## src/design/rac_pkg.sv

```systemverilog
// Package for the repeater access sequencer.
// Holds item codes, sequencer modes, register indexes and controller/datapath types.
// No dependencies.
package rac_pkg;

  localparam int HISTORY_DEPTH_DEF = 10;

  localparam int CFG_INDEX_W = 3;
  localparam int IN_DATA_W   = 64;
  localparam int IN_USER_W   = 2;
  localparam int OUT_DATA_W  = 16;
  localparam int CFG_DATA_W  = 32;

  localparam int FREQ_W  = 14;
  localparam int MAG_W   = 32;
  localparam int VOL_W   = 16;
  localparam int COUNT_W = 8;
  localparam int ENTRY_W = MAG_W + FREQ_W;

  localparam logic [CFG_INDEX_W-1:0] CFG_SQUELCH   = 3'd0;
  localparam logic [CFG_INDEX_W-1:0] CFG_CENTER    = 3'd1;
  localparam logic [CFG_INDEX_W-1:0] CFG_TOLERANCE = 3'd2;
  localparam logic [CFG_INDEX_W-1:0] CFG_MAG_MIN   = 3'd3;
  localparam logic [CFG_INDEX_W-1:0] CFG_ACCESS    = 3'd4;
  localparam logic [CFG_INDEX_W-1:0] CFG_ANNOUNCE  = 3'd5;
  localparam logic [CFG_INDEX_W-1:0] CFG_HANG      = 3'd6;

  localparam logic signed [VOL_W-1:0] SQUELCH_RST   = -16'sd7680;
  localparam logic [FREQ_W-1:0]       CENTER_RST    = 14'd1750;
  localparam logic [FREQ_W-1:0]       TOLERANCE_RST = 14'd100;
  localparam logic [MAG_W-1:0]        MAG_MIN_RST   = 32'd100000;
  localparam logic [COUNT_W-1:0]      ACCESS_RST    = 8'd2;
  localparam logic [COUNT_W-1:0]      ANNOUNCE_RST  = 8'd3;
  localparam logic [COUNT_W-1:0]      HANG_RST      = 8'd10;

  typedef enum logic [1:0] {
    OP_PEAK   = 2'd0,
    OP_TICK   = 2'd1,
    OP_BUTTON = 2'd2,
    OP_NONE   = 2'd3
  } op_t;

  typedef enum logic [1:0] {
    MODE_IDLE    = 2'd0,
    MODE_WELCOME = 2'd1,
    MODE_REPEAT  = 2'd2,
    MODE_CLOSING = 2'd3
  } mode_t;

  typedef enum logic [1:0] {
    CS_IDLE,
    CS_SCAN,
    CS_DRAIN,
    CS_EXEC
  } ctrl_state_t;

  typedef struct packed {
    logic load;
    logic scan_step;
    logic exec;
  } dp_cmd_t;

  typedef struct packed {
    logic need_scan;
    logic scan_last;
    logic out_free;
  } dp_status_t;

endpackage

```

## src/design/repeater_access_sequencer.sv

```systemverilog
// Top level of the repeater access sequencer: controller plus datapath.
// Depends on rac_pkg, rac_ctrl, rac_datapath (and rac_ram below it).
//
//  channel   | handshake                    | payload
//  ----------+------------------------------+-----------------------------------
//  s_axis    | s_axis_tvalid/s_axis_tready  | tuser operation, tdata item fields
//  m_axis    | m_axis_tvalid/m_axis_tready  | tdata result fields
//  cfg       | cfg_valid/cfg_ready          | cfg_index, cfg_data
//
// A tick on a full ring reads one history entry per cycle from the ring RAM, then
// passes through a drain state and an update state. Other requests go straight to
// the update state. Reset is synchronous; the ring needs no clearing pass.
// A new request is taken while a result waits in the output register; the update
// of the next request waits until that result is taken. cfg_ready is always high.
module repeater_access_sequencer #(
  parameter int HISTORY_DEPTH = rac_pkg::HISTORY_DEPTH_DEF
) (
  input  logic                             clk,
  input  logic                             rst,
  input  logic                             s_axis_tvalid,
  output logic                             s_axis_tready,
  // [13:0] peak_frequency, [45:14] peak_magnitude, [61:46] volume_level,
  // [62] button_level, [63] zero
  input  logic [rac_pkg::IN_DATA_W-1:0]    s_axis_tdata,
  // [1:0] operation
  input  logic [rac_pkg::IN_USER_W-1:0]    s_axis_tuser,
  output logic                             m_axis_tvalid,
  input  logic                             m_axis_tready,
  // [1:0] mode, [2] rx_lamp, [3] tx_lamp, [4] audio_pass, [5] play_start,
  // [6] play_clip, [7] carrier_detect, [8] tone_seen, [15:9] zero
  output logic [rac_pkg::OUT_DATA_W-1:0]   m_axis_tdata,
  input  logic                             cfg_valid,
  output logic                             cfg_ready,
  input  logic [rac_pkg::CFG_INDEX_W-1:0]  cfg_index,
  input  logic [rac_pkg::CFG_DATA_W-1:0]   cfg_data
);
  import rac_pkg::*;

  dp_cmd_t    cmd;
  dp_status_t status;

  assign cfg_ready = 1'b1;

  rac_ctrl u_ctrl (
    .clk           (clk),
    .rst           (rst),
    .s_axis_tvalid (s_axis_tvalid),
    .s_axis_tready (s_axis_tready),
    .cmd           (cmd),
    .status        (status)
  );

  rac_datapath #(
    .HISTORY_DEPTH (HISTORY_DEPTH)
  ) u_datapath (
    .clk           (clk),
    .rst           (rst),
    .cfg_valid     (cfg_valid),
    .cfg_index     (cfg_index),
    .cfg_data      (cfg_data),
    .s_axis_tuser  (s_axis_tuser),
    .s_axis_tdata  (s_axis_tdata),
    .m_axis_tvalid (m_axis_tvalid),
    .m_axis_tready (m_axis_tready),
    .m_axis_tdata  (m_axis_tdata),
    .cmd           (cmd),
    .status        (status)
  );

endmodule

```

## src/design/rac_ram.sv

```systemverilog
// Generic single-port-write, single-port-read RAM with registered read data.
// No dependencies.
module rac_ram #(
  parameter int WIDTH = 8,
  parameter int DEPTH = 16
) (
  input  logic                                     clk,
  input  logic                                     wr_en,
  input  logic [((DEPTH > 1) ? $clog2(DEPTH) : 1)-1:0] wr_addr,
  input  logic [WIDTH-1:0]                         wr_data,
  input  logic [((DEPTH > 1) ? $clog2(DEPTH) : 1)-1:0] rd_addr,
  output logic [WIDTH-1:0]                         rd_data
);

  logic [WIDTH-1:0] mem [DEPTH];

  always_ff @(posedge clk) begin
    if (wr_en) begin
      mem[wr_addr] <= wr_data;
    end
    rd_data <= mem[rd_addr];
  end

endmodule

```

## src/design/rac_datapath.sv

```systemverilog
// Datapath: configuration registers, peak history ring, tone scan, repeater
// state update and output register. Depends on rac_pkg and rac_ram.
module rac_datapath #(
  parameter int HISTORY_DEPTH = rac_pkg::HISTORY_DEPTH_DEF
) (
  input  logic                              clk,
  input  logic                              rst,
  input  logic                              cfg_valid,
  input  logic [rac_pkg::CFG_INDEX_W-1:0]   cfg_index,
  input  logic [rac_pkg::CFG_DATA_W-1:0]    cfg_data,
  input  logic [rac_pkg::IN_USER_W-1:0]     s_axis_tuser,
  input  logic [rac_pkg::IN_DATA_W-1:0]     s_axis_tdata,
  output logic                              m_axis_tvalid,
  input  logic                              m_axis_tready,
  output logic [rac_pkg::OUT_DATA_W-1:0]    m_axis_tdata,
  input  rac_pkg::dp_cmd_t                  cmd,
  output rac_pkg::dp_status_t               status
);
  import rac_pkg::*;

  localparam int AW = (HISTORY_DEPTH > 1) ? $clog2(HISTORY_DEPTH) : 1;
  localparam int FW = $clog2(HISTORY_DEPTH + 1);

  // configuration
  logic signed [VOL_W-1:0] squelch;
  logic [FREQ_W-1:0]       center;
  logic [FREQ_W-1:0]       tolerance;
  logic [MAG_W-1:0]        mag_min;
  logic [COUNT_W-1:0]      access_ticks;
  logic [COUNT_W-1:0]      announce_ticks;
  logic [COUNT_W-1:0]      hang_ticks;

  // captured request
  op_t                     item_op;
  logic [FREQ_W-1:0]       item_freq;
  logic [MAG_W-1:0]        item_mag;
  logic signed [VOL_W-1:0] item_vol;
  logic                    item_btn;

  // architectural state
  mode_t              mode;
  logic [COUNT_W-1:0] tick_count;
  logic               carrier;
  logic [AW-1:0]      head;
  logic [FW-1:0]      fill;
  logic               button_last;
  logic               rx_lamp;
  logic               tx_lamp;
  logic               pass;

  // scan
  logic [AW-1:0]        scan_addr;
  logic                 rd_valid;
  logic [ENTRY_W-1:0]   rd_data;
  logic signed [15:0]   win_lo;
  logic signed [15:0]   win_hi;
  logic                 tone_acc;
  logic                 entry_match;
  logic signed [15:0]   rd_freq;
  logic                 ring_full;

  // next values
  mode_t              mode_next;
  logic [COUNT_W-1:0] count_next;
  logic [COUNT_W-1:0] count_inc;
  logic               carrier_next;
  logic               rx_next;
  logic               tx_next;
  logic               pass_next;
  logic               btn_next;
  logic               start;
  logic               clip;
  logic               tone;

  assign ring_full = (fill == FW'(HISTORY_DEPTH));

  always_ff @(posedge clk) begin
    if (rst) begin
      squelch        <= SQUELCH_RST;
      center         <= CENTER_RST;
      tolerance      <= TOLERANCE_RST;
      mag_min        <= MAG_MIN_RST;
      access_ticks   <= ACCESS_RST;
      announce_ticks <= ANNOUNCE_RST;
      hang_ticks     <= HANG_RST;
    end else if (cfg_valid) begin
      case (cfg_index)
        CFG_SQUELCH:   squelch        <= $signed(cfg_data[VOL_W-1:0]);
        CFG_CENTER:    center         <= cfg_data[FREQ_W-1:0];
        CFG_TOLERANCE: tolerance      <= cfg_data[FREQ_W-1:0];
        CFG_MAG_MIN:   mag_min        <= cfg_data[MAG_W-1:0];
        CFG_ACCESS:    access_ticks   <= cfg_data[COUNT_W-1:0];
        CFG_ANNOUNCE:  announce_ticks <= cfg_data[COUNT_W-1:0];
        CFG_HANG:      hang_ticks     <= cfg_data[COUNT_W-1:0];
        default: ;
      endcase
    end
  end

  always_ff @(posedge clk) begin
    if (cmd.load) begin
      item_op   <= op_t'(s_axis_tuser);
      item_freq <= s_axis_tdata[13:0];
      item_mag  <= s_axis_tdata[45:14];
      item_vol  <= $signed(s_axis_tdata[61:46]);
      item_btn  <= s_axis_tdata[62];
      win_lo    <= $signed({2'b00, center}) - $signed({2'b00, tolerance});
      win_hi    <= $signed({2'b00, center}) + $signed({2'b00, tolerance});
    end
  end

  rac_ram #(
    .WIDTH (ENTRY_W),
    .DEPTH (HISTORY_DEPTH)
  ) u_ring (
    .clk     (clk),
    .wr_en   (cmd.exec && (item_op == OP_PEAK)),
    .wr_addr (head),
    .wr_data ({item_mag, item_freq}),
    .rd_addr (scan_addr),
    .rd_data (rd_data)
  );

  assign rd_freq     = $signed({2'b00, rd_data[FREQ_W-1:0]});
  assign entry_match = (rd_freq > win_lo) && (rd_freq < win_hi)
                       && (rd_data[ENTRY_W-1:FREQ_W] > mag_min);

  always_ff @(posedge clk) begin
    if (rst) begin
      scan_addr <= '0;
      rd_valid  <= 1'b0;
      tone_acc  <= 1'b0;
    end else begin
      rd_valid <= cmd.scan_step;
      if (cmd.load) begin
        scan_addr <= '0;
        tone_acc  <= 1'b0;
      end else begin
        if (cmd.scan_step) begin
          scan_addr <= scan_addr + AW'(1);
        end
        if (rd_valid && entry_match) begin
          tone_acc <= 1'b1;
        end
      end
    end
  end

  assign status.need_scan = (op_t'(s_axis_tuser) == OP_TICK) && ring_full;
  assign status.scan_last = (scan_addr == AW'(HISTORY_DEPTH - 1));
  assign status.out_free  = !m_axis_tvalid || m_axis_tready;

  assign count_inc = tick_count + COUNT_W'(1);

  always_comb begin
    mode_next    = mode;
    count_next   = tick_count;
    carrier_next = carrier;
    rx_next      = rx_lamp;
    tx_next      = tx_lamp;
    pass_next    = pass;
    btn_next     = button_last;
    start        = 1'b0;
    clip         = 1'b0;
    tone         = 1'b0;
    case (item_op)
      OP_TICK: begin
        carrier_next = (item_vol > squelch);
        tone         = tone_acc;
        rx_next      = (mode == MODE_IDLE);
        tx_next      = (mode != MODE_IDLE);
        case (mode)
          MODE_IDLE: begin
            count_next = (tone_acc && carrier_next) ? count_inc : '0;
            if (count_next >= access_ticks) begin
              start      = 1'b1;
              clip       = 1'b1;
              mode_next  = MODE_WELCOME;
              count_next = '0;
            end
          end
          MODE_WELCOME: begin
            count_next = count_inc;
            if (count_inc > announce_ticks) begin
              pass_next  = 1'b1;
              mode_next  = MODE_REPEAT;
              count_next = '0;
            end
          end
          MODE_REPEAT: begin
            count_next = carrier_next ? '0 : count_inc;
            if (count_next > hang_ticks) begin
              pass_next  = 1'b0;
              start      = 1'b1;
              mode_next  = MODE_CLOSING;
              count_next = '0;
            end
          end
          default: begin
            count_next = count_inc;
            if (count_inc > announce_ticks) begin
              pass_next  = 1'b0;
              mode_next  = MODE_IDLE;
              count_next = '0;
            end
          end
        endcase
      end
      OP_BUTTON: begin
        if (!button_last && item_btn) begin
          mode_next = MODE_WELCOME;
        end
        btn_next = item_btn;
      end
      default: ;
    endcase
  end

  always_ff @(posedge clk) begin
    if (rst) begin
      mode          <= MODE_IDLE;
      tick_count    <= '0;
      carrier       <= 1'b0;
      head          <= '0;
      fill          <= '0;
      button_last   <= 1'b1;
      rx_lamp       <= 1'b0;
      tx_lamp       <= 1'b0;
      pass          <= 1'b0;
      m_axis_tvalid <= 1'b0;
    end else begin
      if (m_axis_tready) begin
        m_axis_tvalid <= 1'b0;
      end
      if (cmd.exec) begin
        mode          <= mode_next;
        tick_count    <= count_next;
        carrier       <= carrier_next;
        button_last   <= btn_next;
        rx_lamp       <= rx_next;
        tx_lamp       <= tx_next;
        pass          <= pass_next;
        m_axis_tvalid <= 1'b1;
        if (item_op == OP_PEAK) begin
          head <= (head == AW'(HISTORY_DEPTH - 1)) ? '0 : head + AW'(1);
          if (!ring_full) begin
            fill <= fill + FW'(1);
          end
        end
      end
    end
  end

  // mode, rx, tx, pass, start, clip, carrier, tone
  always_ff @(posedge clk) begin
    if (cmd.exec) begin
      m_axis_tdata <= {7'd0, tone, carrier_next, clip, start, pass_next,
                       tx_next, rx_next, mode_next};
    end
  end

  a_fill_bound: assert property (@(posedge clk) disable iff (rst)
    fill <= FW'(HISTORY_DEPTH))
    else $error("ring fill beyond depth");

  a_head_bound: assert property (@(posedge clk) disable iff (rst)
    head <= AW'(HISTORY_DEPTH - 1))
    else $error("ring head beyond depth");

  a_exec_free: assert property (@(posedge clk) disable iff (rst)
    cmd.exec |-> (!m_axis_tvalid || m_axis_tready))
    else $error("result overwritten before taken");

  a_scan_full: assert property (@(posedge clk) disable iff (rst)
    rd_valid |-> ring_full)
    else $error("scan of a ring that is not full");

endmodule

```

## src/design/rac_ctrl.sv

```systemverilog
// Controller: request handshake and scan sequencing for the datapath.
// Depends on rac_pkg.
module rac_ctrl (
  input  logic                clk,
  input  logic                rst,
  input  logic                s_axis_tvalid,
  output logic                s_axis_tready,
  output rac_pkg::dp_cmd_t    cmd,
  input  rac_pkg::dp_status_t status
);
  import rac_pkg::*;

  ctrl_state_t state;
  ctrl_state_t state_next;

  always_ff @(posedge clk) begin
    if (rst) begin
      state <= CS_IDLE;
    end else begin
      state <= state_next;
    end
  end

  always_comb begin
    state_next    = state;
    s_axis_tready = 1'b0;
    cmd           = '0;
    case (state)
      CS_IDLE: begin
        s_axis_tready = 1'b1;
        if (s_axis_tvalid) begin
          cmd.load   = 1'b1;
          state_next = status.need_scan ? CS_SCAN : CS_EXEC;
        end
      end
      CS_SCAN: begin
        cmd.scan_step = 1'b1;
        if (status.scan_last) begin
          state_next = CS_DRAIN;
        end
      end
      CS_DRAIN: begin
        state_next = CS_EXEC;
      end
      CS_EXEC: begin
        if (status.out_free) begin
          cmd.exec   = 1'b1;
          state_next = CS_IDLE;
        end
      end
      default: state_next = CS_IDLE;
    endcase
  end

  a_scan_end: assert property (@(posedge clk) disable iff (rst)
    (state == CS_SCAN && status.scan_last) |=> state == CS_DRAIN)
    else $error("scan did not end after last entry");

  a_exec_done: assert property (@(posedge clk) disable iff (rst)
    (state == CS_EXEC && status.out_free) |=> state == CS_IDLE)
    else $error("result not issued");

  a_drain_exec: assert property (@(posedge clk) disable iff (rst)
    state == CS_DRAIN |=> state == CS_EXEC)
    else $error("drain not followed by update");

endmodule
```

## config.mk

```make
export PLATFORM = sky130hd
export DESIGN_NAME = repeater_access_sequencer
export DESIGN_NICKNAME = d
export VERILOG_FILES = /design/src/design/rac_pkg.sv /design/src/design/repeater_access_sequencer.sv /design/src/design/rac_ram.sv /design/src/design/rac_datapath.sv /design/src/design/rac_ctrl.sv
export SDC_FILE = /design/constraint.sdc
export NUM_CORES = 1
export LEC_CHECK = 0
export BUFFER_PORTS_ARGS = -buffer_cell sky130_fd_sc_hd__buf_2
export CAP_MARGIN = 5
export CORE_ASPECT_RATIO = 0.7
export CORE_UTILIZATION = 45
export CTS_BUF_LIST = sky130_fd_sc_hd__clkbuf_16
export CTS_CLUSTER_DIAMETER = 60
export DETAILED_ROUTE_END_ITERATION = 10
export GPL_ROUTABILITY_DRIVEN = 1
export MAX_ROUTING_LAYER = met4
export PLACE_DENSITY = 0.6
export SYNTH_ARGS = -nofsm -noshare
export SYNTH_HDL_FRONTEND = slang
export SYNTH_SLANG_ARGS = --single-unit
```

## constraint.sdc

```tcl
create_clock -name clk -period 9.96 [get_ports clk]
set_clock_uncertainty 0.05 [all_clocks]
set_input_delay 1.992 -clock clk [delete_from_list [all_inputs] [get_ports clk]]
set_output_delay 1.992 -clock clk [all_outputs]
set_load 0.01 [all_outputs]
```

==> results of run 1 <==
cells in the mapped netlist, drive strengths merged (4+ instances only):
cell type | instances | area share [%]
o21bai | 5 | 0.12
o31ai | 5 | 0.12
xor2 | 15 | 0.43
or4 | 4 | 0.098
nand2b | 10 | 0.20
or2 | 10 | 0.20
a31oi | 6 | 0.17
nand3 | 19 | 0.31
inv | 145 | 1.8
clkbuf | 72 | 0.88
mux2i | 47 | 1.5
o21ai | 29 | 0.47
and3 | 8 | 0.16
a211o | 18 | 0.51
edfxtp | 563 | 55
o211ai | 7 | 0.17
a21oi | 177 | 2.9
a22oi | 4 | 0.098
o41ai | 4 | 0.14
nand3b | 22 | 0.54
nor2 | 82 | 1.0
a21o | 17 | 0.41
a211oi | 50 | 1.2
dfxtp | 178 | 12
nor2b | 70 | 1.4
buf | 31 | 0.55
or3 | 4 | 0.081
nor4 | 5 | 0.10
nand4 | 19 | 0.39
xnor2 | 20 | 0.57
nand2 | 232 | 2.8
nor3b | 4 | 0.098
nor3 | 17 | 0.28
mux4 | 92 | 6.7
ha | 140 | 5.7
o21a | 6 | 0.15
power breakdown:
group	switching (mW)	total (mW)	internal, mW
logic	0.579	1.09	0.509
clock network	1.18	2.72	1.54
registers	0.210	3.85	3.63
per-layer routing:
metal	GRT usage, %	vias up
met4	4.47	0
met2	29.5	344
met3	3.86	77
met1	28.5	8867
met5	-	-
li1	-	8285
worst max-delay path: stages (launching register included):
cell and delay [ps]:
edfxtp_1 370, ha_1 350, and3_1 180, nand3_1 150, a211o_1 340, a31oi_4 440, nand2_1 270, or2_1 270
ha_1 260, nand2b_1 140, a21o_1 180, a211o_1 310, a21oi_1 270, o32ai_1 190, a21oi_1 210, o21ai_0 130
per-stage QoR:
step / std cells / hold slack, ps / setup WS (ps)
2_1_floorplan: 2182 / 384 / 2120
3_3_place_gp: 3109 / 393 / 5330
3_5_place_dp: 3109 / 397 / 5270
4_1_cts: 3247 / 405 / 5590
5_1_grt: 3249 / 428 / 5360
6_report: 3249 / 407 / 5580
state kept, by name (all words and copies together) (netlist names), 9 cells and up:
| signal | count |
|---|---|
| u_datapath.win_hi | 15 |
| u_datapath.item_mag | 32 |
| u_datapath.m_axis_tdata | 9 |
| u_datapath.u_ring.rd_data | 46 |
| u_datapath.tolerance | 14 |
| u_datapath.mag_min | 32 |
| u_datapath.win_lo | 14 |
| u_datapath.u_ring.mem | 460 |
| u_datapath.item_freq | 14 |
| u_datapath.item_vol | 16 |
| u_datapath.center | 14 |
| u_datapath.squelch | 16 |
final cells by class:
type,instances,area (sq um),area share [%]
sequential,741,20500,59.0
multi-input combinational,1193,9410,27.1
clock buffer,80,2000,5.77
tap,891,1110,3.21
timing repair buffer,140,769,2.22
inverter,145,544,1.57
clock inverter,58,382,1.10
antenna,1,2.50,0.00721
placed cells by master, fill, tap and decap left out, drive strengths merged, types with 5 or more instances in the layout:
| cell type | netlist | layout |
|---|---|---|
| edfxtp | 563 | 563 |
| nand2 | 232 | 232 |
| dfxtp | 178 | 178 |
| a21oi | 177 | 177 |
| inv | 145 | 170 |
| ha | 140 | 140 |
| buf | 31 | 140 |
| mux4 | 92 | 92 |
| nor2 | 82 | 82 |
| clkbuf | 72 | 80 |
| nor2b | 70 | 70 |
| a211oi | 50 | 50 |
| mux2i | 47 | 47 |
| o21ai | 29 | 29 |
| clkinv | 0 | 28 |
| nand3b | 22 | 22 |
| xnor2 | 20 | 20 |
| nand4 | 19 | 19 |
| nand3 | 19 | 19 |
| a211o | 18 | 18 |
| a21o | 17 | 17 |
| nor3 | 17 | 17 |
| xor2 | 15 | 15 |
| nand2b | 10 | 10 |
| or2 | 10 | 10 |
| conb | 2 | 8 |
| and3 | 8 | 8 |
| o211ai | 7 | 7 |
| o21a | 6 | 6 |
| a31oi | 6 | 6 |
| o31ai | 5 | 5 |
| o21bai | 5 | 5 |
| nor4 | 5 | 5 |
worst min path at each step:
stage / endpoint / slack [ps] / cells past startpoint
2_1_floorplan: u_datapath.carrier / 380 / 2
3_5_place_dp: u_datapath.squelch[3] / 400 / 2
6_report: u_datapath.squelch[3] / 410 / 2
3_3_place_gp: u_datapath.squelch[2] / 390 / 2
4_1_cts: u_datapath.squelch[3] / 400 / 2
5_1_grt: u_datapath.mag_min[1] / 430 / 2
cell families (layout without fill, tap and decap cells):
family          count (synthesis)  count (layout)
mux                           141             141
simple gates                  512             512
other cells                     2               9
buf+inv                       248             423
fa+ha+maj                     142             142
compound gates                355             355
flops                         741             741
xor+xnor                       35              35
==> flow_summary.yaml, run 1 <==
status:
  status: "finished clean"
synth:
  synth_edf_count: 563
  seq_area_frac_synth_pct: 66.5
  synthArstFlopShare_pct: 0
  synth_compound_area_share_pct: 7.23
  synthMuxAreaShare_pct: 8.35
  synth_top_family_by_area: "multiplexers"
  avgSynthCellArea_sq_um: 14.1
  synth-seq-cells: 741
  synthFlopType: "edfxtp_1"
  synth_xor_area_share_pct: 0.996
  synthSimpleGateAreaFrac_pct: 7.86
  yosys_warnings: 0
  syn_area_sq_um: 30800
  synthDistinctLibCells: 69
  synth_fa_ha_area_share_pct: 5.82
  syn_inst: 2176
pwr:
  power_density_nw_per_um2: 220
  ir_drop_mv: 0.155
  p_leak_nw: 12.2
  power_mw: 7.65
cts:
  clk_pin_slew_worst_paths_ps: 60
  cts_tree: "yes"
  cts-buffers-inserted: 74
  h-tree-depth: 3
  cts_hold_buf: 0
  ctsResizeCount: 0
  post-cts-setup-buffers: 0
  clkSinkCount: 741
  clock_latency_ps: 620
  cts_buffer_depth: 3
  cts_root_buffer: "clkbuf_16"
route:
  drc: 0
  top_layer_used: "met4"
  drtPass1Iterations: 7
  via_count: 17600
  route.met2.wl_um: 30100
  routed_wl_um: 66600
  ant_nets: 0
  viasPerCell: 5.41
  wl_met3_um: 3310
  drtIter0Drc: 1361
  wire_per_inst_um: 20.5
  wl_met1_um: 32000
global_routing:
  grt_start_max_net_pins: 69
  grt_first_pass_wirelength_um: 102000
  antenna_found_initial: 2
  grt_overflow: 0
  grt_pass1_vias: 17700
  track_usage_pct: 19.9
min_path:
  hold_class: "reg2reg"
  hp-start: "u_datapath.squelch[3]"
sta:
  setup-violations-final: 0
  relSlewSlack_pct: 33.1
  rsz0062_at_grt: "no"
  hold_viol: 0
  fmax_mhz: 228
  finalCriticalPeriod_ps: 4380
  min_period_over_period_pct: 44.0
  max_slew.worst_pin.slew_ps: 1000
  final_max_slew_viol_count: 0
  fin_setup_tns_ps: 0
setup_path:
  reg2reg_from: "u_datapath.item_vol[11]"
  r2r_end: "u_datapath.m_axis_tdata[0]"
  worstSetupPathType: "reg2reg"
  worstSetupEndpointType: "register"
  reg2reg_setup_slack_ps: 5580
  startpoint_type: "register"
  cp-endpoint: "u_datapath.m_axis_tdata[0]"
  critPathLaunch: "u_datapath.item_vol[11]"
  worst-path-max-fanout: 12
  r2r_cells: 15
  required_ps: 10250
  cp.arrival_ps: 4670
placed_design:
  gp_congestion: 0.874
  placed_cell_area_sq_um: 32300
  port-buffer-count: 115
  dp_hpwl_um: 40100
finish:
  syn_to_final_growth_pct: 12.8
  fillers: 5603
  final_core_util_pct: 51.8
  layout-drive-gt1-share_pct: 15.4
  postLayoutCellArea_sq_um: 34700
  finalNetCount: 2543
die:
  fp-row-count: 79
  initial_core_util_pct: 45.9
  dieArea_sq_um: 69400
  ioPinCount: 125
  die_w_um: 315
  die_h_um: 221
  core_sq_um: 67000
flow_run:
  maxCapViolCount: 0
Power figures use the tool's default switching activity.
==> inputs of run 2 (changes only) <==
- ABC_AREA: not set -> 1
- PLACE_DENSITY: 0.6 -> 0.63
- clock period: 9.96 -> 3.99 ns (I/O delays scaled with it)
==> run 2 against run 1 <==
Against the previous run:
- maximum frequency grew 27%
- sequential power rose by 150%
- cell count up 13%
- register-to-register slack got worse by 5000 ps
- die area shrank 0.56%
- first-iteration DRC count increased by 31%
- via count rose by 13%
- clock power grew 150%
- critical path type unchanged
- largest power group unchanged
- highest routed layer unchanged
==> flow_summary.yaml, run 2 <==
status:
  status: "finished clean"
sta:
  hold_viol: 0
  rsz0062_at_grt: "no"
  final_max_slew_viol_count: 0
  fmax_mhz: 289
  min_period_over_period_pct: 86.7
  setup-violations-final: 0
  final.setup.worst_slack_ps: 532
  fin_setup_tns_ps: 0
  finalCriticalPeriod_ps: 3460
  relSlewSlack_pct: 43.2
  max_slew.worst_pin.slew_ps: 846
setup_path:
  cp.arrival_ps: 3780
  worst-path-max-fanout: 7
  worstSetupEndpointType: "register"
  startpoint_type: "register"
  cp_top_family: "simple AND/OR/NAND/NOR gates"
  cpPeakStageDelay_ps: 370
  path_buf_inv: 2
  worstSetupPathType: "reg2reg"
  required_ps: 4310
  cp_slowest_cell: "edfxtp_1"
  cp_cell_sequence: "ha_1 > a21oi_1 > nor2_1 > nor2_1 > nand2_1 > nand2_1 > nand2_1 > nand2_1 > nand3_2 > nor2_4 > inv_1 > nor2_1 > ha_1 > a21oi_1 > o21ai_0 > nand2_1 > o2111ai_1 > nand3_1 > o21ai_0 > o21ai_0 > inv_1"
  cp_common_cell: "nand2_1"
synth:
  yosysTopAreaCell: "edfxtp_1"
  synth_most_common_cell: "edfxtp_1"
  synthArstFlopShare_pct: 0
  synth_fa_ha_area_share_pct: 5.86
  avgSynthCellArea_sq_um: 11.8
  synthSimpleGateAreaFrac_pct: 7.82
  syn_inst: 2603
  synth_edf_count: 563
  yosys_warnings: 0
  synthDistinctLibCells: 53
  synthFlopType: "edfxtp_1"
  synth_compound_area_share_pct: 13.7
  synth-seq-cells: 741
  ys_top_cells_by_count: "edfxtp_1, o21ai_0, nor2_1, inv_1, dfxtp_1"
  synthMuxAreaShare_pct: 0
  synth_xor_area_share_pct: 0.859
  yosys-top-cells-area: "edfxtp_1, dfxtp_1, ha_1"
  seq_area_frac_synth_pct: 66.9
  syn_area_sq_um: 30600
  yosys.area.top_type_share_pct: 55.3
  synth_top_family_by_area: "compound AO/OA/AOI/OAI gates"
cts:
  cts_buffer_depth: 3
  h-tree-depth: 3
  cts-buffers-inserted: 72
  post-cts-setup-buffers: 0
  clock_latency_ps: 640
  cts_tree: "yes"
  ctsResizeCount: 0
  clkSinkCount: 741
  cts_root_buffer: "clkbuf_16"
  clk_pin_slew_worst_paths_ps: 60
  cts_hold_buf: 0
die:
  ioPinCount: 125
  initial_core_util_pct: 45.8
  core_sq_um: 66800
  die_h_um: 220
  die_w_um: 314
  fp-row-count: 79
  dieArea_sq_um: 69100
finish:
  final_common_cell: "edfxtp_1"
  diodes: 0
  final_cell_mix: "edfxtp_1, o21ai_0, nor2_1, inv_1, dfxtp_1"
  reg_top3: "u_datapath.u_ring.mem (460), u_datapath.u_ring.rd_data (46)"
  final_core_util_pct: 51.9
  syn_to_final_growth_pct: 13.3
  finalNetCount: 2955
  instances_no_fill: 3656
  largest_reg_flops: 460
  regMostFlops: "u_datapath.u_ring.mem"
  layout-drive-gt1-share_pct: 11.3
global_routing:
  grt_pass1_vias: 19600
  grtUsageMet3_pct: 3.66
  antenna_found_initial: 1
  track_usage_pct: 21.4
  grt_first_pass_wirelength_um: 110000
  grt_overflow: 0
  met2_usage_pct: 33.3
  grt_start_max_net_pins: 112
  gr-usage-met1_pct: 29.0
  top_usage_layer: "met2"
placed_design:
  dp_hpwl_um: 43300
  gp_congestion: 0.857
  place_ws_ps: 580
  placed_cells: 3524
  port-buffer-count: 115
route:
  ant_nets: 0
  drtIter0Drc: 1778
  wire_per_inst_um: 19.6
  drc: 0
  viasPerCell: 5.42
  drtPass1Iterations: 5
  routed_wl_um: 71700
  via_count: 19800
flow_run:
  maxCapViolCount: 0
pwr:
  power_mw: 18.9
  power_density_nw_per_um2: 544
  p_leak_nw: 12.8
  ir_drop_mv: 0.409
min_path:
  hold_class: "in2reg"
run 2: cell types whose count changed after synthesis, moves of 23 or more:
cell / delta
a211oi_1: -48
clkbuf_1: +23
inv_1: +84
mux2i_1: -46
mux4_2: -92
nand2_1: -70
nand3_1: +24
nor2_1: +251
nor2b_1: -70
o211ai_1: +49
o21ai_0: +317
o21ai_1: +47
o221ai_1: +59
o22ai_1: +33
run 2: layout make-up:
type	count	area, sq um
fill	5694	32200
inverter	236	896
sequential	741	20500
tap	891	1110
multi-input combinational	1497	8750
timing repair buffer	159	1120
clock buffer	74	1850
clock inverter	58	457
run 2: kinds of logic after synthesis:
| kind of cell | count (synthesis) |
|---|---|
| simple gates | 585 |
| other cells | 2 |
| flops | 741 |
| compound gates | 732 |
| buf+inv | 371 |
| fa+ha+maj | 142 |
| xor+xnor | 30 |
run 2: power by group:
part	switching, mW	total [mW]	internal, mW
Sequential	0.450	9.54	9.09
Clock	2.90	6.68	3.78
Combinational	1.79	2.66	0.861
Total	5.15	18.9	13.7
run 2: per-stage QoR:
step	area, sq um	hold WS (ps)
floorplan	30600	383
global placement	32400	395
detailed placement	32400	406
CTS	34700	256
global route	34700	260
finish	34700	283
run 2: metal layers:
metal  vias to the layer above  share of wire [%]
met5                         -                  0
met4                         0                2.5
met3                       102                5.8
met2                       545                 46
met1                      9687                 45
li1                       9495                  -
run 2: path summary, 6_finish.rpt:
kind / startpoint / to / slack (ps) / depth (start not counted)
min: s_axis_tdata[47] / u_datapath.item_vol[1] / 280 / 1
min reg2reg: u_datapath.mag_min[2] / u_datapath.mag_min[2] / 410 / 2
max reg2reg: u_datapath.item_vol[5] / u_datapath.m_axis_tdata[0] / 530 / 21
max: u_datapath.item_vol[5] / u_datapath.m_axis_tdata[0] / 530 / 21
